===== config.mk =====
export PLATFORM = sky130hd
export DESIGN_NAME = i2c_bitbang_master
export DESIGN_NICKNAME = d
export VERILOG_FILES = /design/src/rtl/i2cbb_pkg.sv /design/src/rtl/i2cbb_engine.sv /design/src/rtl/i2c_bitbang_master.sv
export SDC_FILE = /design/constraint.sdc
export NUM_CORES = 1
export LEC_CHECK = 0
export BUFFER_PORTS_ARGS = -buffer_cell sky130_fd_sc_hd__buf_2
export CAP_MARGIN = 10
export CORE_MARGIN = 2
export CORE_UTILIZATION = 35
export CTS_BUF_LIST = sky130_fd_sc_hd__clkbuf_2
export CTS_CLUSTER_SIZE = 14
export DETAILED_ROUTE_END_ITERATION = 8
export GPL_TIMING_DRIVEN = 0
export SETUP_SLACK_MARGIN = 0.02
export SLEW_MARGIN = 20
export SYNTH_ARGS = -nofsm -noshare
export SYNTH_HDL_FRONTEND = slang
export SYNTH_HIERARCHICAL = 1
export SYNTH_SLANG_ARGS = --single-unit

===== constraint.sdc =====
create_clock -name clk -period 2.56 [get_ports clk]
set_input_delay 0.512 -clock clk [delete_from_list [all_inputs] [get_ports clk]]
set_output_delay 0.512 -clock clk [all_outputs]
set_load 0.1 [all_outputs]

===== src/rtl/i2cbb_pkg.sv =====
// Shared types and constants of the bit-banged I2C master.
`default_nettype none
package i2cbb_pkg;

	localparam int unsigned KindW      = 3;
	localparam int unsigned ByteW      = 8;
	localparam int unsigned CfgW       = 16;
	localparam int unsigned DelayBitsD = 16;
	localparam int unsigned InDataW    = 16;
	localparam int unsigned OutDataW   = 16;

	// command codes carried on the input tuser
	localparam logic [KindW-1:0] KIND_NONE  = 3'd0;
	localparam logic [KindW-1:0] KIND_START = 3'd1;
	localparam logic [KindW-1:0] KIND_STOP  = 3'd2;
	localparam logic [KindW-1:0] KIND_WRITE = 3'd3;
	localparam logic [KindW-1:0] KIND_READ  = 3'd4;

	// one result beat, after the tick's update
	typedef struct packed {
		logic             ack_seen;
		logic [ByteW-1:0] rx_byte;
		logic             done_res;
		logic             busy_res;
		logic             sda_pull_low;
		logic             scl_pull_low;
	} i2cbb_res_t;

endpackage : i2cbb_pkg
`default_nettype wire


===== src/rtl/i2cbb_engine.sv =====
// Bus sequencer: holds the command state and works out one tick per step enable.
`default_nettype none
module i2cbb_engine #(
	parameter int unsigned DELAY_BITS = i2cbb_pkg::DelayBitsD
) (
	input  wire logic                         clk,
	input  wire logic                         arst_n,
	input  wire logic                         adv,
	input  wire logic [i2cbb_pkg::KindW-1:0]  kind,
	input  wire logic [i2cbb_pkg::ByteW-1:0]  tx_byte,
	input  wire logic                         send_ack,
	input  wire logic                         scl_level,
	input  wire logic                         sda_level,
	input  wire logic [DELAY_BITS-1:0]        phase_delay,
	output i2cbb_pkg::i2cbb_res_t             res
);
	import i2cbb_pkg::*;

	localparam logic [4:0] PH_IDLE     = 5'd0;
	localparam logic [4:0] ST_SDA_REL  = 5'd1;
	localparam logic [4:0] ST_SCL_REL  = 5'd2;
	localparam logic [4:0] ST_POLL     = 5'd3;
	localparam logic [4:0] ST_PAUSE    = 5'd4;
	localparam logic [4:0] ST_SDA_LOW  = 5'd5;
	localparam logic [4:0] ST_PAUSE2   = 5'd6;
	localparam logic [4:0] ST_SCL_LOW  = 5'd7;
	localparam logic [4:0] SP_SDA_LOW  = 5'd8;
	localparam logic [4:0] SP_SCL_REL  = 5'd9;
	localparam logic [4:0] SP_POLL     = 5'd10;
	localparam logic [4:0] SP_PAUSE    = 5'd11;
	localparam logic [4:0] SP_SDA_REL  = 5'd12;
	localparam logic [4:0] WR_SDA_BIT  = 5'd13;
	localparam logic [4:0] WR_SCL_REL  = 5'd14;
	localparam logic [4:0] WR_POLL     = 5'd15;
	localparam logic [4:0] WR_SCL_LOW  = 5'd16;
	localparam logic [4:0] WR_PAUSE    = 5'd17;
	localparam logic [4:0] WR_SDA_REL  = 5'd18;
	localparam logic [4:0] WR_SCL_REL2 = 5'd19;
	localparam logic [4:0] WR_POLL2    = 5'd20;
	localparam logic [4:0] WR_SCL_LOW2 = 5'd21;
	localparam logic [4:0] RD_SDA_REL  = 5'd22;
	localparam logic [4:0] RD_SCL_REL  = 5'd23;
	localparam logic [4:0] RD_POLL     = 5'd24;
	localparam logic [4:0] RD_SCL_LOW  = 5'd25;
	localparam logic [4:0] RD_ACK      = 5'd26;
	localparam logic [4:0] RD_SCL_REL2 = 5'd27;
	localparam logic [4:0] RD_POLL2    = 5'd28;
	localparam logic [4:0] RD_PAUSE    = 5'd29;
	localparam logic [4:0] RD_SCL_LOW2 = 5'd30;
	localparam logic [4:0] RD_SDA_REL2 = 5'd31;

	localparam logic [3:0] BITS_PER_BYTE = 4'd8;

	logic [4:0]            phase_q,   phase_d;
	logic [KindW-1:0]      cmd_q,     cmd_d;
	logic [3:0]            bitcnt_q,  bitcnt_d;
	logic [ByteW-1:0]      shift_q,   shift_d;
	logic [DELAY_BITS-1:0] wait_q,    wait_d;
	logic                  ackwant_q, ackwant_d;
	logic                  scl_q,     scl_d;
	logic                  sda_q,     sda_d;
	logic                  ackflag_q, ackflag_d;
	logic [ByteW-1:0]      rdres_q,   rdres_d;
	logic                  done;
	logic                  kind_ok;
	logic [3:0]            bit_inc;

	assign kind_ok = (kind == KIND_START) || (kind == KIND_STOP) ||
	                 (kind == KIND_WRITE) || (kind == KIND_READ);
	assign bit_inc = bitcnt_q + 4'd1;

	always_comb begin
		phase_d   = phase_q;
		cmd_d     = cmd_q;
		bitcnt_d  = bitcnt_q;
		shift_d   = shift_q;
		wait_d    = wait_q;
		ackwant_d = ackwant_q;
		scl_d     = scl_q;
		sda_d     = sda_q;
		ackflag_d = ackflag_q;
		rdres_d   = rdres_q;
		done      = 1'b0;
		if (wait_q != '0) begin
			wait_d = wait_q - DELAY_BITS'(1);
		end else begin
			// every step that changes a line or pauses reloads the wait
			unique case (phase_q)
				PH_IDLE: begin
					if (cmd_q != KIND_NONE) begin
						done  = 1'b1;
						cmd_d = KIND_NONE;
					end else if (kind_ok) begin
						cmd_d     = kind;
						bitcnt_d  = '0;
						ackwant_d = send_ack;
						shift_d   = (kind == KIND_WRITE) ? tx_byte : '0;
						unique case (kind)
							KIND_START: phase_d = ST_SDA_REL;
							KIND_STOP:  phase_d = SP_SDA_LOW;
							KIND_WRITE: phase_d = WR_SDA_BIT;
							default:    phase_d = RD_SDA_REL;
						endcase
					end
				end
				ST_SDA_REL:  begin sda_d = 1'b0; wait_d = phase_delay; phase_d = ST_SCL_REL; end
				ST_SCL_REL:  begin scl_d = 1'b0; wait_d = phase_delay; phase_d = ST_POLL; end
				ST_POLL:     if (scl_level) phase_d = ST_PAUSE;
				ST_PAUSE:    begin wait_d = phase_delay; phase_d = ST_SDA_LOW; end
				ST_SDA_LOW:  begin sda_d = 1'b1; wait_d = phase_delay; phase_d = ST_PAUSE2; end
				ST_PAUSE2:   begin wait_d = phase_delay; phase_d = ST_SCL_LOW; end
				ST_SCL_LOW:  begin scl_d = 1'b1; wait_d = phase_delay; phase_d = PH_IDLE; end
				SP_SDA_LOW:  begin sda_d = 1'b1; wait_d = phase_delay; phase_d = SP_SCL_REL; end
				SP_SCL_REL:  begin scl_d = 1'b0; wait_d = phase_delay; phase_d = SP_POLL; end
				SP_POLL:     if (scl_level) phase_d = SP_PAUSE;
				SP_PAUSE:    begin wait_d = phase_delay; phase_d = SP_SDA_REL; end
				SP_SDA_REL:  begin sda_d = 1'b0; wait_d = phase_delay; phase_d = PH_IDLE; end
				WR_SDA_BIT: begin
					sda_d   = ~shift_q[ByteW-1];
					wait_d  = phase_delay;
					phase_d = WR_SCL_REL;
				end
				WR_SCL_REL:  begin scl_d = 1'b0; wait_d = phase_delay; phase_d = WR_POLL; end
				WR_POLL:     if (scl_level) phase_d = WR_SCL_LOW;
				WR_SCL_LOW: begin
					scl_d    = 1'b1;
					shift_d  = {shift_q[ByteW-2:0], 1'b0};
					bitcnt_d = bit_inc;
					wait_d   = phase_delay;
					phase_d  = (bit_inc < BITS_PER_BYTE) ? WR_SDA_BIT : WR_PAUSE;
				end
				WR_PAUSE:    begin wait_d = phase_delay; phase_d = WR_SDA_REL; end
				WR_SDA_REL:  begin sda_d = 1'b0; wait_d = phase_delay; phase_d = WR_SCL_REL2; end
				WR_SCL_REL2: begin scl_d = 1'b0; wait_d = phase_delay; phase_d = WR_POLL2; end
				WR_POLL2: begin
					if (scl_level) begin
						ackflag_d = ~sda_level;
						phase_d   = WR_SCL_LOW2;
					end
				end
				WR_SCL_LOW2: begin scl_d = 1'b1; wait_d = phase_delay; phase_d = PH_IDLE; end
				RD_SDA_REL:  begin sda_d = 1'b0; wait_d = phase_delay; phase_d = RD_SCL_REL; end
				RD_SCL_REL:  begin scl_d = 1'b0; wait_d = phase_delay; phase_d = RD_POLL; end
				RD_POLL: begin
					if (scl_level) begin
						shift_d = {shift_q[ByteW-2:0], sda_level};
						phase_d = RD_SCL_LOW;
					end
				end
				RD_SCL_LOW: begin
					scl_d    = 1'b1;
					bitcnt_d = bit_inc;
					wait_d   = phase_delay;
					phase_d  = (bit_inc < BITS_PER_BYTE) ? RD_SCL_REL : RD_ACK;
				end
				RD_ACK: begin
					rdres_d = shift_q;
					sda_d   = ackwant_q;
					wait_d  = phase_delay;
					phase_d = RD_SCL_REL2;
				end
				RD_SCL_REL2: begin scl_d = 1'b0; wait_d = phase_delay; phase_d = RD_POLL2; end
				RD_POLL2:    if (scl_level) phase_d = RD_PAUSE;
				RD_PAUSE:    begin wait_d = phase_delay; phase_d = RD_SCL_LOW2; end
				RD_SCL_LOW2: begin scl_d = 1'b1; wait_d = phase_delay; phase_d = RD_SDA_REL2; end
				RD_SDA_REL2: begin sda_d = 1'b0; wait_d = phase_delay; phase_d = PH_IDLE; end
				default:     phase_d = PH_IDLE;
			endcase
		end
	end

	always_ff @(posedge clk or negedge arst_n) begin
		if (!arst_n) begin
			phase_q   <= PH_IDLE;
			cmd_q     <= KIND_NONE;
			bitcnt_q  <= '0;
			shift_q   <= '0;
			wait_q    <= '0;
			ackwant_q <= 1'b0;
			scl_q     <= 1'b0;
			sda_q     <= 1'b0;
			ackflag_q <= 1'b0;
			rdres_q   <= '0;
		end else if (adv) begin
			phase_q   <= phase_d;
			cmd_q     <= cmd_d;
			bitcnt_q  <= bitcnt_d;
			shift_q   <= shift_d;
			wait_q    <= wait_d;
			ackwant_q <= ackwant_d;
			scl_q     <= scl_d;
			sda_q     <= sda_d;
			ackflag_q <= ackflag_d;
			rdres_q   <= rdres_d;
		end
	end

	// result seen after this tick's update
	always_comb begin
		res.scl_pull_low = scl_d;
		res.sda_pull_low = sda_d;
		res.busy_res     = (cmd_d != KIND_NONE);
		res.done_res     = done;
		res.rx_byte      = rdres_d;
		res.ack_seen     = ackflag_d;
	end

endmodule : i2cbb_engine
`default_nettype wire


===== src/rtl/i2c_bitbang_master.sv =====
// Top level of the bit-banged I2C master: stream ports, delay register, result register.
// Each accepted tick beat gives its result beat from a register, in the next cycle.
// Throughput: one tick beat per cycle; the result register frees s_tready whenever
// m_tready is high, so ticks stream back to back.
// Reset (arst_n low, asynchronous): idle, both lines released, delay 0, no result held.
`default_nettype none
module i2c_bitbang_master #(
	parameter int unsigned DELAY_BITS = i2cbb_pkg::DelayBitsD
) (
	input  wire logic                            clk,
	input  wire logic                            arst_n,
	// tick beats in
	input  wire logic                            s_tvalid,
	output      logic                            s_tready,
	// [7:0] tx_byte, [8] send_ack, [9] scl_level, [10] sda_level, rest zero
	input  wire logic [i2cbb_pkg::InDataW-1:0]   s_tdata,
	// [2:0] kind
	input  wire logic [i2cbb_pkg::KindW-1:0]     s_tuser,
	// result beats out
	output      logic                            m_tvalid,
	input  wire logic                            m_tready,
	// [0] scl_pull_low, [1] sda_pull_low, [2] busy_res, [3] done_res,
	// [11:4] rx_byte, [12] ack_seen, rest zero
	output      logic [i2cbb_pkg::OutDataW-1:0]  m_tdata,
	// phase_delay register
	input  wire logic                            cfg_we,
	input  wire logic [i2cbb_pkg::CfgW-1:0]      cfg_wdata
);
	import i2cbb_pkg::*;

	localparam int unsigned ResW = $bits(i2cbb_res_t);

	logic                  s_acc;
	logic [DELAY_BITS-1:0] delay_q;
	i2cbb_res_t            res_d;
	i2cbb_res_t            res_q;
	logic                  m_valid_q;

	// a tick is taken whenever the result slot is empty or being drained
	assign s_tready = ~m_valid_q | m_tready;
	assign s_acc    = s_tvalid & s_tready;

	// delay is kept at DELAY_BITS: upper bits of the write dropped, or zero-filled
	always_ff @(posedge clk or negedge arst_n) begin
		if (!arst_n) begin
			delay_q <= '0;
		end else if (cfg_we) begin
			delay_q <= DELAY_BITS'(cfg_wdata);
		end
	end

	i2cbb_engine #(
		.DELAY_BITS (DELAY_BITS)
	) u_engine (
		.clk         (clk),
		.arst_n      (arst_n),
		.adv         (s_acc),
		.kind        (s_tuser),
		.tx_byte     (s_tdata[ByteW-1:0]),
		.send_ack    (s_tdata[ByteW]),
		.scl_level   (s_tdata[ByteW+1]),
		.sda_level   (s_tdata[ByteW+2]),
		.phase_delay (delay_q),
		.res         (res_d)
	);

	always_ff @(posedge clk or negedge arst_n) begin
		if (!arst_n) begin
			m_valid_q <= 1'b0;
		end else if (s_acc) begin
			m_valid_q <= 1'b1;
		end else if (m_tready) begin
			m_valid_q <= 1'b0;
		end
	end

	// payload register, loaded with each accepted tick
	always_ff @(posedge clk) begin
		if (s_acc) begin
			res_q <= res_d;
		end
	end

	assign m_tvalid = m_valid_q;
	assign m_tdata  = {{(OutDataW-ResW){1'b0}}, res_q};

	// done and busy never show in the same result
	a_done_not_busy: assert property (@(posedge clk) disable iff (!arst_n)
		m_valid_q |-> !(res_q.done_res && res_q.busy_res))
		else $error("done and busy together");

	// an accepted tick always leaves a result behind
	a_acc_gives_res: assert property (@(posedge clk) disable iff (!arst_n)
		s_acc |=> m_valid_q)
		else $error("accepted tick without result");

	// a draining consumer never stalls the input side
	a_no_stall: assert property (@(posedge clk) disable iff (!arst_n)
		m_tready |-> s_tready)
		else $error("input stalled while output drains");

	// a taken tick that raises done never shows busy with it
	a_done_after_busy: assert property (@(posedge clk) disable iff (!arst_n)
		(s_acc && res_d.done_res) |-> !res_d.busy_res)
		else $error("done raised while command still held");

endmodule : i2c_bitbang_master
`default_nettype wire


=== Word-level counts from Yosys, hierarchy flattened ===
Index checks and enable logic that the tools add are counted.
Widths: inputs -> output; s select.

* Bits in registers: 78
* Input port bits: 40
* Word-level logic and storage cells: 134

* Add/subtract/negate cells: 2
* $lt $le $gt $ge: 1
* Equal/unequal tests: 43
* Mux-type cells: 38
* Bitwise gates (word level): 8
* Reductions and logical operators: 24

{| class="wikitable"
|+ Operators with widths
! operator !! number
|-
| $pmux 5 s29 || 1
|-
| $eq 5x5->1 const B || 16
|-
| $mux 8 || 6
|-
| $mux 5 || 9
|-
| $eq 5x4->1 const B || 8
|-
| $mux 16 || 2
|-
| $reduce_or 25->1 || 1
|-
| $pmux 8 s3 || 1
|-
| $eq 5x3->1 const B || 4
|-
| $reduce_bool 16->1 || 1
|-
| $sub 16x1->16 const B || 1
|-
| $pmux 5 s3 || 1
|-
| $ne 2x2->1 const B || 7
|-
| $mux 3 || 4
|-
| $mux 4 || 3
|-
| $eq 5x2->1 const B || 2
|-
| $reduce_and 10->1 || 1
|-
| $reduce_and 5->1 || 2
|-
| $reduce_or 5->1 || 2
|-
| $reduce_bool 3->1 || 3
|-
| $mux 1 || 8
|-
| $pmux 4 s2 || 1
|-
| $eq 3x2->1 const B || 2
|-
| $not 1->1 || 6
|-
| 18 further kinds || 24
|}

=== Logic depth before layout (Yosys ltp) ===
Gate-level depths: netlist of run 1.

* Depth in word-level cells: 9
* Gate-level depth with buffers: 10
* Gate-level depth less buffers: 7

=== By module ===
The synthesis of run 1 kept the hierarchy.

{| class="wikitable"
|+ By module, submodules not included
! module !! instances !! cells an instance !! area each (µm²) !! seq. area each (µm²)
|-
| i2cbb_engine || 1 || 375 || 3448.3 || 1201.2
|-
| i2c_bitbang_master || 1 || 55 || 1109.8 || 815.8
|}

=== Worst setup path before layout of run 1 ===
No wires, ideal clock.

* Kind: reg-to-reg
* From: register m_valid_q (netlist: m_tvalid)
* To: register u_engine.wait_q[14]
* Data arrival time: 3.636 ns
* Data required time: 2.435 ns
* Path slack: -1.201 ns
* Stages on the path, launching flop included: 8
* Cell sequence: dfrtp_1 -> nand2b_1 -> and2_1 -> o41ai_1 -> or3_1 -> buf_2 -> a2111oi_4 -> mux2_2

* Word-level cells in the longest chain between the ends: 4

{| class="wikitable"
|+ Ends and longest elaborated chain
! what !! line !! text
|-
| start, declared || i2c_bitbang_master.sv:37 || <nowiki>logic m_valid_q;</nowiki>
|-
| start signal, assigned || i2c_bitbang_master.sv:69 || <nowiki>m_valid_q <= 1'b0;</nowiki>
|-
| start signal, assigned || i2c_bitbang_master.sv:71 || <nowiki>m_valid_q <= 1'b1;</nowiki>
|-
| start signal, assigned || i2c_bitbang_master.sv:73 || <nowiki>m_valid_q <= 1'b0;</nowiki>
|-
| $not 1->1 || i2c_bitbang_master.sv:40 || <nowiki>assign s_tready = ~m_valid_q | m_tready;</nowiki>
|-
| $or 1x1->1 || i2c_bitbang_master.sv:40 ||
|-
| via s_tready || i2c_bitbang_master.sv:14 || <nowiki>output logic s_tready,</nowiki>
|-
| $and 1x1->1 || i2c_bitbang_master.sv:41 || <nowiki>assign s_acc = s_tvalid & s_tready;</nowiki>
|-
| via s_acc || i2c_bitbang_master.sv:33 || <nowiki>logic s_acc;</nowiki>
|-
| $reduce_and 2->1 (no line) || - ||
|-
| end signal, assigned || i2cbb_engine.sv:189 || <nowiki>wait_q <= wait_d;</nowiki>
|-
| end, declared || i2cbb_engine.sv:58 || <nowiki>logic [DELAY_BITS-1:0] wait_q, wait_d;</nowiki>
|}

The timed path passes the listed nets, and every way through them passes these cells.
A chain may end at the register's enable or synchronous reset.

=== Worst setup path after layout of run 1 ===
* From: register u_engine.phase_q[4]
* To: register u_engine.shift_q[1]

* Word-level cells in the longest chain between the ends: 3

{| class="wikitable"
|+ Ends and longest elaborated chain
! what !! line !! text
|-
| start, declared || i2cbb_engine.sv:54 || <nowiki>logic [4:0] phase_q, phase_d;</nowiki>
|-
| start signal, assigned || i2cbb_engine.sv:185 || <nowiki>phase_q <= phase_d;</nowiki>
|-
| $eq 5x5->1 / $logic_not 5->1 (equally long branches) || i2cbb_engine.sv:88 || <nowiki>unique case (phase_q)</nowiki>
|-
| $ne 2x2->1 (no line) (tied with other cells) || - ||
|-
| $reduce_and 6->1 (no line) || - ||
|-
| end signal, assigned || i2cbb_engine.sv:188 || <nowiki>shift_q <= shift_d;</nowiki>
|-
| end, declared || i2cbb_engine.sv:57 || <nowiki>logic [ByteW-1:0] shift_q, shift_d;</nowiki>
|}

Parallel ways exist; a longest one is shown, timed or not.

==> results of run 1 <==
==> registers in the layout (all words and copies together) (netlist names) <==
signal	flops
u_engine/sda_q	1
delay_q	16
u_engine/wait_q	16
u_engine/shift_q	8
u_engine/ackwant_q	1
u_engine/scl_q	1
u_engine/rdres_q	8
u_engine/bitcnt_q	4
m_tvalid	1
u_engine/ackflag_q	1
u_engine/cmd_q	3
u_engine/phase_q	5
m_tdata	13
==> kinds of logic (layout without fill, tap and decap cells) <==
family	count (synthesis)	in the layout	synth area share [%]
xor gates and xnor gates	6	6	1.15
and+or+nand+nor	136	136	17.2
AOI/OAI and AO/OA	109	109	16.7
DFF	78	78	44.2
other	1	3	0.0823
adders and majority gates	2	2	0.549
muxes	58	58	15.0
buffers and inverters	40	106	5.08
==> metal layers <==
metal | share of wire (%) | global-route usage [%]
met5 | 0 | 0
met4 | 1.8 | 4.74
met1 | 45 | 21.9
met2 | 48 | 26.9
met3 | 4.6 | 3.83
==> power by group through the flow <==
stage               clock, mW  combinational, mW  sequential [mW]
finish                  0.684              0.489             1.50
CTS                     0.711              0.490             1.50
global route            0.763              0.540             1.52
detailed placement          0              0.487             1.52
floorplan                   0              0.303             1.55
global placement            0              0.473             1.51
==> layout by cell type, fill, tap and decap left out, types with 4 or more instances in the layout <==
cell type	instances
nor2_1	23
nor4_2	4
and2_1	4
nor3_1	17
buf_4	13
mux2_2	40
nand3_1	13
or3_1	4
edfxtp_1	13
nand2_1	20
mux2_4	11
clkbuf_1	8
dfrtp_1	62
nand2b_1	8
buf_2	51
a21oi_1	22
inv_1	9
nor2b_1	4
o21ai_0	27
clkbuf_2	10
nand3b_1	5
a22o_1	8
a211oi_1	6
mux2i_1	7
==> area by class of cell <==
type	instances	area share, %
multi-input combinational	314	45.6
sequential	78	38.3
timing repair buffer	50	5.30
tap	172	4.07
buffer	31	3.90
clock inverter	7	1.42
clock buffer	9	0.852
inverter	9	0.639
==> timing repair <==
| action | in CTS | in global routing |
|---|---|---|
| gates cloned | 0 | 0 |
| endpoints found under the setup margin | 24 | 32 |
| hold buffers | 1 | 0 |
| pin swaps | 0 | 2 |
| hold endpoints to repair | 25 | 0 |
| gates resized for setup | 2 | 16 |
==> worst max-delay path, stage by stage (launching register included) <==
cell and delay [ns]:
dfrtp_1 0.52, buf_4 0.24, nand2b_2 0.14, nor3_4 0.41, o21ai_0 0.29, a21oi_4 0.38, mux2_2 0.38
==> through the flow <==
| step | area [sq um] | setup slack [ns] | total power, mW |
|---|---|---|---|
| finish | 5290 | 0.135 | 2.68 |
| global route | 5290 | 0.0266 | 2.83 |
| CTS | 5240 | 0.0413 | 2.70 |
| detailed placement | 5100 | -0.0842 | 2.01 |
| global placement | 5070 | -0.0775 | 1.99 |
| floorplan | 4610 | -0.0201 | 1.85 |
==> final timing paths <==
kind	slack, ns	start	cells past startpoint	to
min in group asynchronous	0.37	arst_n	2	u_engine/phase_q[3]
min reg2reg	0.53	u_engine/rdres_q[4]	1	u_engine/rdres_q[4]
min	0.14	s_tvalid	2	m_tvalid
max in group asynchronous	1.61	arst_n	3	u_engine/wait_q[0]
max	0.14	u_engine/phase_q[4]	6	u_engine/shift_q[1]
max reg2reg	0.14	u_engine/phase_q[4]	6	u_engine/shift_q[1]
==> impl_metrics.yaml, run 1 <==
run_status:
  outcome: "finished clean"
finish:
  utilization_pct: 41.7
  multiInputGateArea_sq_um: 2410
  n_fill_cell: 1249
  diodes: 0
  instances_no_fill: 670
  area_growth_pct: 16.0
  fin_nets: 535
  drive_gt1_share_pct: 34.1
  seq_area_sq_um: 2020
setup_path:
  cp.arrival_ns: 2.90
  path_class: "reg -> reg"
  endpoint_kind: "flip-flop"
  cp.required_ns: 3.04
  cp-start-kind: "flip-flop"
  cp_max_fo: 10
clock_network:
  clk_pin_slew_worst_paths_ns: 0.23
  htree_levels: 3
  cts_tree: "done"
  cts_buffers: 9
  cts_root_buffer: "clkbuf_2"
  clk_latency_ns: 0.56
  cts_buffer_depth: 2
  clock_sinks: 78
  cts_setup_buffers: 0
power_and_ir_drop:
  clkPwrFrac_pct: 25.6
  p_sw_mw: 0.884
  leakage_nw: 2.19
  seqPwrFrac_pct: 56.1
  p_per_area_nw_per_um2: 506
  irDropWorstVdd_mv: 0.327
  switching_share_pct: 33.0
  comb_power_share_pct: 18.3
  p_int_mw: 1.79
timing:
  worstMarginPinSlew_ns: 0.813
  slew_violations: 0
  max_slew_margin_pct: 45.4
  rsz0062_at_grt: "false"
  whs_ns: 0.139
  setup_violations: 0
  fin_crit_sh_pct: 94.7
  hold_violations: 0
  skew_ns: 0.0399
  finalSetupTns_ns: 0
  timing.fmax_ghz: 0.412
  min_period_ns: 2.42
floorplan:
  die_h_microns: 118
  io_pins: 58
  num_rows: 41
  design.core.area_sq_um: 12700
  dieArea_sq_um: 14000
  initial_utilization_pct: 36.0
  die_w_microns: 118
routing:
  drtPass1Iterations: 4
  ant_nets: 0
  drt-wirelength-per-cell_microns: 16.4
  viasPerCell: 5.42
  drt_iter0_drc: 201
  drc: 0
  drt_wl_total_microns: 11000
  vias: 3632
flow_run:
  maxCapViolations: 0
placement:
  placedCellCount: 653
  dpl.hpwl_microns: 8060
  port_buffers: 48
  place_congestion: 0.907
synth:
  synth.area.top_cells: "dfrtp_1, mux2_2, edfxtp_1"
  async_reset_ff_share_pct: 83.3
  synth_common_cells: "dfrtp_1, mux2_2, o21ai_0, nor2_1, a21oi_1"
  ys.flop_type: "dfrtp_1"
  yosysUniqueCellTypes: 78
  synth_top_area_share_pct: 35.7
  avgSynthCellArea_sq_um: 10.6
  postSynthCellCount: 430
  synth_most_common_cell: "dfrtp_1"
  ys_warn_count: 6
  syn_area_sq_um: 4560
  yosysTopAreaCell: "dfrtp_1"
  ys_seq_area_share_pct: 44.2
  synth_seq_cells: 78
  synth_edf_count: 13
global_routing:
  grt_pass1_vias: 3535
  antenna_found_initial: 0
  gr-total-overflow: 0
  grt.total_usage_pct: 16.5
  grt_first_pass_wirelength_microns: 18500
  grt_max_degree: 41
hold_path:
  hp-class: "in -> reg"
No activity file was read; power rests on OpenSTA's default activity.
==> run 2: changes to the inputs <==
--- a/config.mk
+++ b/config.mk
@@ -8,7 +8,7 @@
 export BUFFER_PORTS_ARGS = -buffer_cell sky130_fd_sc_hd__buf_2
 export CAP_MARGIN = 10
 export CORE_MARGIN = 2
-export CORE_UTILIZATION = 35
+export CORE_UTILIZATION = 29
 export CTS_BUF_LIST = sky130_fd_sc_hd__clkbuf_2
 export CTS_CLUSTER_SIZE = 14
 export DETAILED_ROUTE_END_ITERATION = 8
==> run 2 against run 1 <==
Worst setup slack got worse by 0.017 ns. Clock power decreased by 15%. Clock skew grew 0.0053 ns. Sequential share of layout area shrank 0.16 points. Non-clock buffer count increased by 1. Routed wire length increased by 4.1%. Register-to-register slack got worse by 0.02 ns. Largest power group unchanged.
==> impl_metrics.yaml, run 2 (same netlist as run 1, synthesis figures left out) <==
finish:
  n_fill_cell: 1564
  stdcell_area_sq_um: 5310
  mostFrequentLayoutCells: "dfrtp_1, buf_2, mux2_2, o21ai_0, nor2_1"
  multiInputGateArea_sq_um: 2410
  utilization_pct: 34.8
  fin_nets: 536
  diodes: 0
  final_common_cell: "dfrtp_1"
  seq_area_sq_um: 2020
  drive_gt1_share_pct: 35.1
  area_growth_pct: 16.6
setup_path:
  cp-start-kind: "flip-flop"
  cp.arrival_ns: 2.96
  cp.required_ns: 3.08
  slowest_stage: "nor3b_1"
  crit_top_cell: "buf_4"
  timing.critical_path.cells: "buf_4, nand2b_2, nor3_4, buf_4, nor3b_1, a22o_1, mux2_2"
  endpoint_kind: "flip-flop"
  slowest_delay_ns: 0.88
  cp_max_fo: 10
  path_class: "reg -> reg"
run_status:
  outcome: "finished clean"
flow_run:
  maxCapViolations: 0
power_and_ir_drop:
  leakage_nw: 2.19
  irDropWorstVdd_mv: 0.322
  p_per_area_nw_per_um2: 486
  power_mw: 2.58
timing:
  timing.fmax_ghz: 0.410
  skew_ns: 0.0452
  rsz0062_at_grt: "true"
  hold_violations: 0
  setup_violations: 0
  whs_ns: 0.115
  worstMarginPinSlew_ns: 1.08
  min_period_ns: 2.44
  max_slew_margin_pct: 28.2
  fin_ws_ns: 0.118
  slew_violations: 0
  fin_crit_sh_pct: 95.4
floorplan:
  dieArea_sq_um: 16700
  io_pins: 58
  die_h_microns: 129
  design.core.area_sq_um: 15300
  initial_utilization_pct: 29.9
  die_w_microns: 129
  num_rows: 45
global_routing:
  grt_first_pass_wirelength_microns: 18900
  antenna_found_initial: 0
  gr-total-overflow: 0
  grt.total_usage_pct: 14.5
  grt_max_degree: 39
  grt_pass1_vias: 3682
routing:
  vias: 3698
  drt-wirelength-per-cell_microns: 16.1
  drt_wl_total_microns: 11500
  drtPass1Iterations: 4
  viasPerCell: 5.21
  drc: 0
  drt_iter0_drc: 265
  ant_nets: 0
clock_network:
  htree_levels: 3
  cts_buffer_depth: 2
  cts_buffers: 9
  clock_sinks: 78
  clk_latency_ns: 0.59
  clk_pin_slew_worst_paths_ns: 0.24
  cts_root_buffer: "clkbuf_2"
  cts_tree: "done"
hold_path:
  hp-class: "in -> reg"
placement:
  dpl.hpwl_microns: 8410
  placed_area_sq_um: 5140
  port_buffers: 48
  preCtsSetupSlack_ns: -0.0989
  place_congestion: 0.939
run 2: cell types whose count changed in the layout (fill, tap and decap cells not counted), sizes merged:
cell	before	now
clkinv	3	4
bufinv	1	0
clkinvlp	3	2
clkbuf	18	20
run 2: critical path, delay by kind of cell (launching register included):
family | cells | cell delay, ns
buffers and inverters | 2 | 0.39
AND/OR/NAND/NOR | 3 | 1.08
AO/OA/AOI/OAI | 1 | 0.24
multiplexers | 1 | 0.14
flip-flops | 1 | 0.52
run 2: cell type report:
class,count,area share [%]
plain buffers,31,3.93
clock buffers,10,0.942
clock inverters,6,0.730
inverters,9,0.636
multi-input cells,314,45.4
flip-flops and latches,78,38.1
well taps,211,4.97
repair buffers,51,5.28
run 2: final timing paths:
| check | slack, ns | endpoint | start | cells past startpoint |
|---|---|---|---|---|
| max | 0.12 | u_engine/shift_q[6] | u_engine/phase_q[4] | 7 |
| min | 0.11 | u_engine/ackflag_q | s_tdata[10] | 2 |
| max reg2reg | 0.12 | u_engine/shift_q[6] | u_engine/phase_q[4] | 7 |
| min reg2reg | 0.53 | u_engine/rdres_q[3] | u_engine/rdres_q[3] | 1 |
| max in group asynchronous | 1.67 | u_engine/shift_q[7] | arst_n | 3 |
| min in group asynchronous | 0.34 | u_engine/phase_q[4] | arst_n | 2 |
run 2: routing by layer:
layer | GRT usage [%] | vias to the layer above | part of all wire [%]
met5 | 0 | - | 0
li1 | - | 1734 | -
met4 | 6.65 | 0 | 2.5
met2 | 23.1 | 109 | 49
met3 | 3.47 | 22 | 4.2
met1 | 18.6 | 1833 | 45
run 2: through the flow:
stage,setup TNS [ns],instances
final,0,710
after global placement,-0.557,691
after CTS,0,709
after floorplan,-0.0201,432
after detailed placement,-0.783,692
after global routing,-0.00196,710
run 2: where the power goes:
group / total (mW) / internal [mW] / switching, mW
Combinational: 0.495 / 0.202 / 0.293
Sequential: 1.51 / 1.37 / 0.139
Clock: 0.579 / 0.127 / 0.452
Total: 2.58 / 1.70 / 0.885
run 2: what timing repair did:
| item | 4_1_cts | 5_1_grt |
|---|---|---|
| buffers inserted | 0 | 1 |
| gates resized for setup | 4 | 20 |
| hold buffers | 1 | 0 |
| setup endpoints to repair | 10 | 44 |
| pin swaps | 0 | 1 |
| hold endpoints to repair | 27 | 0 |
==> run 3: changes to the inputs <==
--- a/config.mk
+++ b/config.mk
@@ -8,7 +8,7 @@
 export BUFFER_PORTS_ARGS = -buffer_cell sky130_fd_sc_hd__buf_2
 export CAP_MARGIN = 10
 export CORE_MARGIN = 2
-export CORE_UTILIZATION = 29
+export CORE_UTILIZATION = 40
 export CTS_BUF_LIST = sky130_fd_sc_hd__clkbuf_2
 export CTS_CLUSTER_SIZE = 14
 export DETAILED_ROUTE_END_ITERATION = 8
==> run 3 against run 2 <==
Hold slack better by 0.028 ns. Die area decreased by 27%. Maximum frequency decreased by 1.8%. Power increased by 5.1%. Critical path type unchanged. Largest power group unchanged.
==> impl_metrics.yaml, run 3 (same netlist as run 1, synthesis figures left out) <==
global_routing:
  grt_pass1_vias: 3544
  grt_max_degree: 57
  grt.total_usage_pct: 18.6
  antenna_found_initial: 0
  grt_first_pass_wirelength_microns: 18500
  gr-total-overflow: 0
finish:
  instances_no_fill: 638
  mostFrequentLayoutCells: "dfrtp_1, buf_2, mux2_2, o21ai_0, nor2_1"
  diodes: 0
  area_growth_pct: 14.8
  n_fill_cell: 1047
  utilization_pct: 47.6
  drive_gt1_share_pct: 33.3
  final_common_cell: "dfrtp_1"
  fin_nets: 535
hold_path:
  worstHoldStart: "s_tdata[10]"
  hp-class: "in -> reg"
floorplan:
  die_h_microns: 111
  initial_utilization_pct: 41.5
  io_pins: 58
  num_rows: 38
  design.core.area_sq_um: 11000
  die_w_microns: 111
  dieArea_sq_um: 12300
routing:
  drt_iter0_drc: 178
  drtPass1Iterations: 6
  drt_wl_total_microns: 11300
  vias: 3672
  drt-wirelength-per-cell_microns: 17.7
  viasPerCell: 5.76
  drc: 0
  ant_nets: 0
setup_path:
  cp.arrival_ns: 2.98
  cp.required_ns: 3.05
  rr_startpoint: "u_engine/phase_q[4]"
  r2r_slack_ns: 0.07
  path_class: "reg -> reg"
  cp_max_fo: 10
  cp-startpoint: "u_engine/phase_q[4]"
  endpoint_kind: "flip-flop"
  cp-start-kind: "flip-flop"
timing:
  setup_violations: 0
  timing.fmax_ghz: 0.402
  skew_ns: 0.0388
  max_slew_margin_pct: 24.5
  worstMarginPinSlew_ns: 1.13
  min_period_ns: 2.49
  whs_ns: 0.143
  slew_violations: 0
  fin_crit_sh_pct: 97.1
  hold_violations: 0
  rsz0062_at_grt: "true"
clock_network:
  cts_buffers: 9
  cts_root_buffer: "clkbuf_2"
  clk_latency_ns: 0.57
  clk_pin_slew_worst_paths_ns: 0.25
  htree_levels: 3
  cts_buffer_depth: 2
  cts_setup_buffers: 0
  clock_sinks: 78
  cts_tree: "done"
power_and_ir_drop:
  power_mw: 2.71
  leakage_nw: 2.20
  p_per_area_nw_per_um2: 518
  irDropWorstVdd_mv: 0.402
placement:
  place_congestion: 0.901
  port_buffers: 48
  dpl.hpwl_microns: 7990
  placedCellCount: 621
flow_run:
  maxCapViolations: 0
run_status:
  outcome: "finished clean"
run 3: changes by cell type in the layout (fill, tap and decap cells not counted), sizes merged:
cell / delta
buf: -1
clkinvlp: -2
clkinv: -1
inv: +2
bufinv: +1
run 3: where the power goes:
group,total [mW],switching (mW),internal (mW)
registers,1.50,0.137,1.36
clock network,0.721,0.481,0.239
logic,0.491,0.290,0.201
run 3: layout make-up:
class | count | area (sq um) | share of cell area [%]
Clock inverter | 6 | 70.1 | 1.34
Sequential cell | 78 | 2020 | 38.6
Timing Repair Buffer | 50 | 280 | 5.36
Inverter | 9 | 33.8 | 0.646
Buffer | 31 | 206 | 3.95
Multi-Input combinational cell | 314 | 2400 | 45.8
Clock buffer | 10 | 50.0 | 0.956
Tap cell | 140 | 175 | 3.35
run 3: what timing repair did:
action	CTS	global route
hold buffers	1	0
cloned	0	0
endpoints found under the hold margin	35	0
endpoints found under the setup margin	23	17
resized for setup	3	10
run 3: critical path, cell delays in order (launching register included):
cell,delay [ns]
dfrtp_1,0.55
buf_4,0.24
nand2b_2,0.13
nor3_4,0.43
o21ai_0,0.28
a21oi_4,0.39
mux2_2,0.39
run 3: final timing paths:
| kind | end | cells after the start |
|---|---|---|
| setup reg to reg | u_engine/shift_q[3] | 6 |
| min in group asynchronous | u_engine/phase_q[4] | 2 |
| hold / removal | u_engine/ackflag_q | 2 |
| hold reg to reg | u_engine/rdres_q[0] | 1 |
| setup / recovery | u_engine/shift_q[3] | 6 |
| max in group asynchronous | u_engine/wait_q[4] | 3 |
run 3: metal layers:
metal  share of wire [%]  wire, microns  up-vias  global-route usage, %
met4                 1.5            175        0                   6.00
met3                 6.3            715       21                   4.59
li1                    -              -     1734                      -
met2                  46           5250      122                   28.3
met1                  46           5170     1795                   26.2
met5                   0              0        -                      0
run 3: metrics by stage:
| step | setup WS (ns) | setup TNS [ns] | instance area, sq um |
|---|---|---|---|
| floorplan | -0.0201 | -0.0201 | 4610 |
| global placement | -0.110 | -1.14 | 5030 |
| detailed placement | -0.149 | -1.36 | 5060 |
| CTS | 0.0278 | 0 | 5200 |
| global route | -0.00152 | -0.00212 | 5230 |
| finish | 0.0735 | 0 | 5230 |
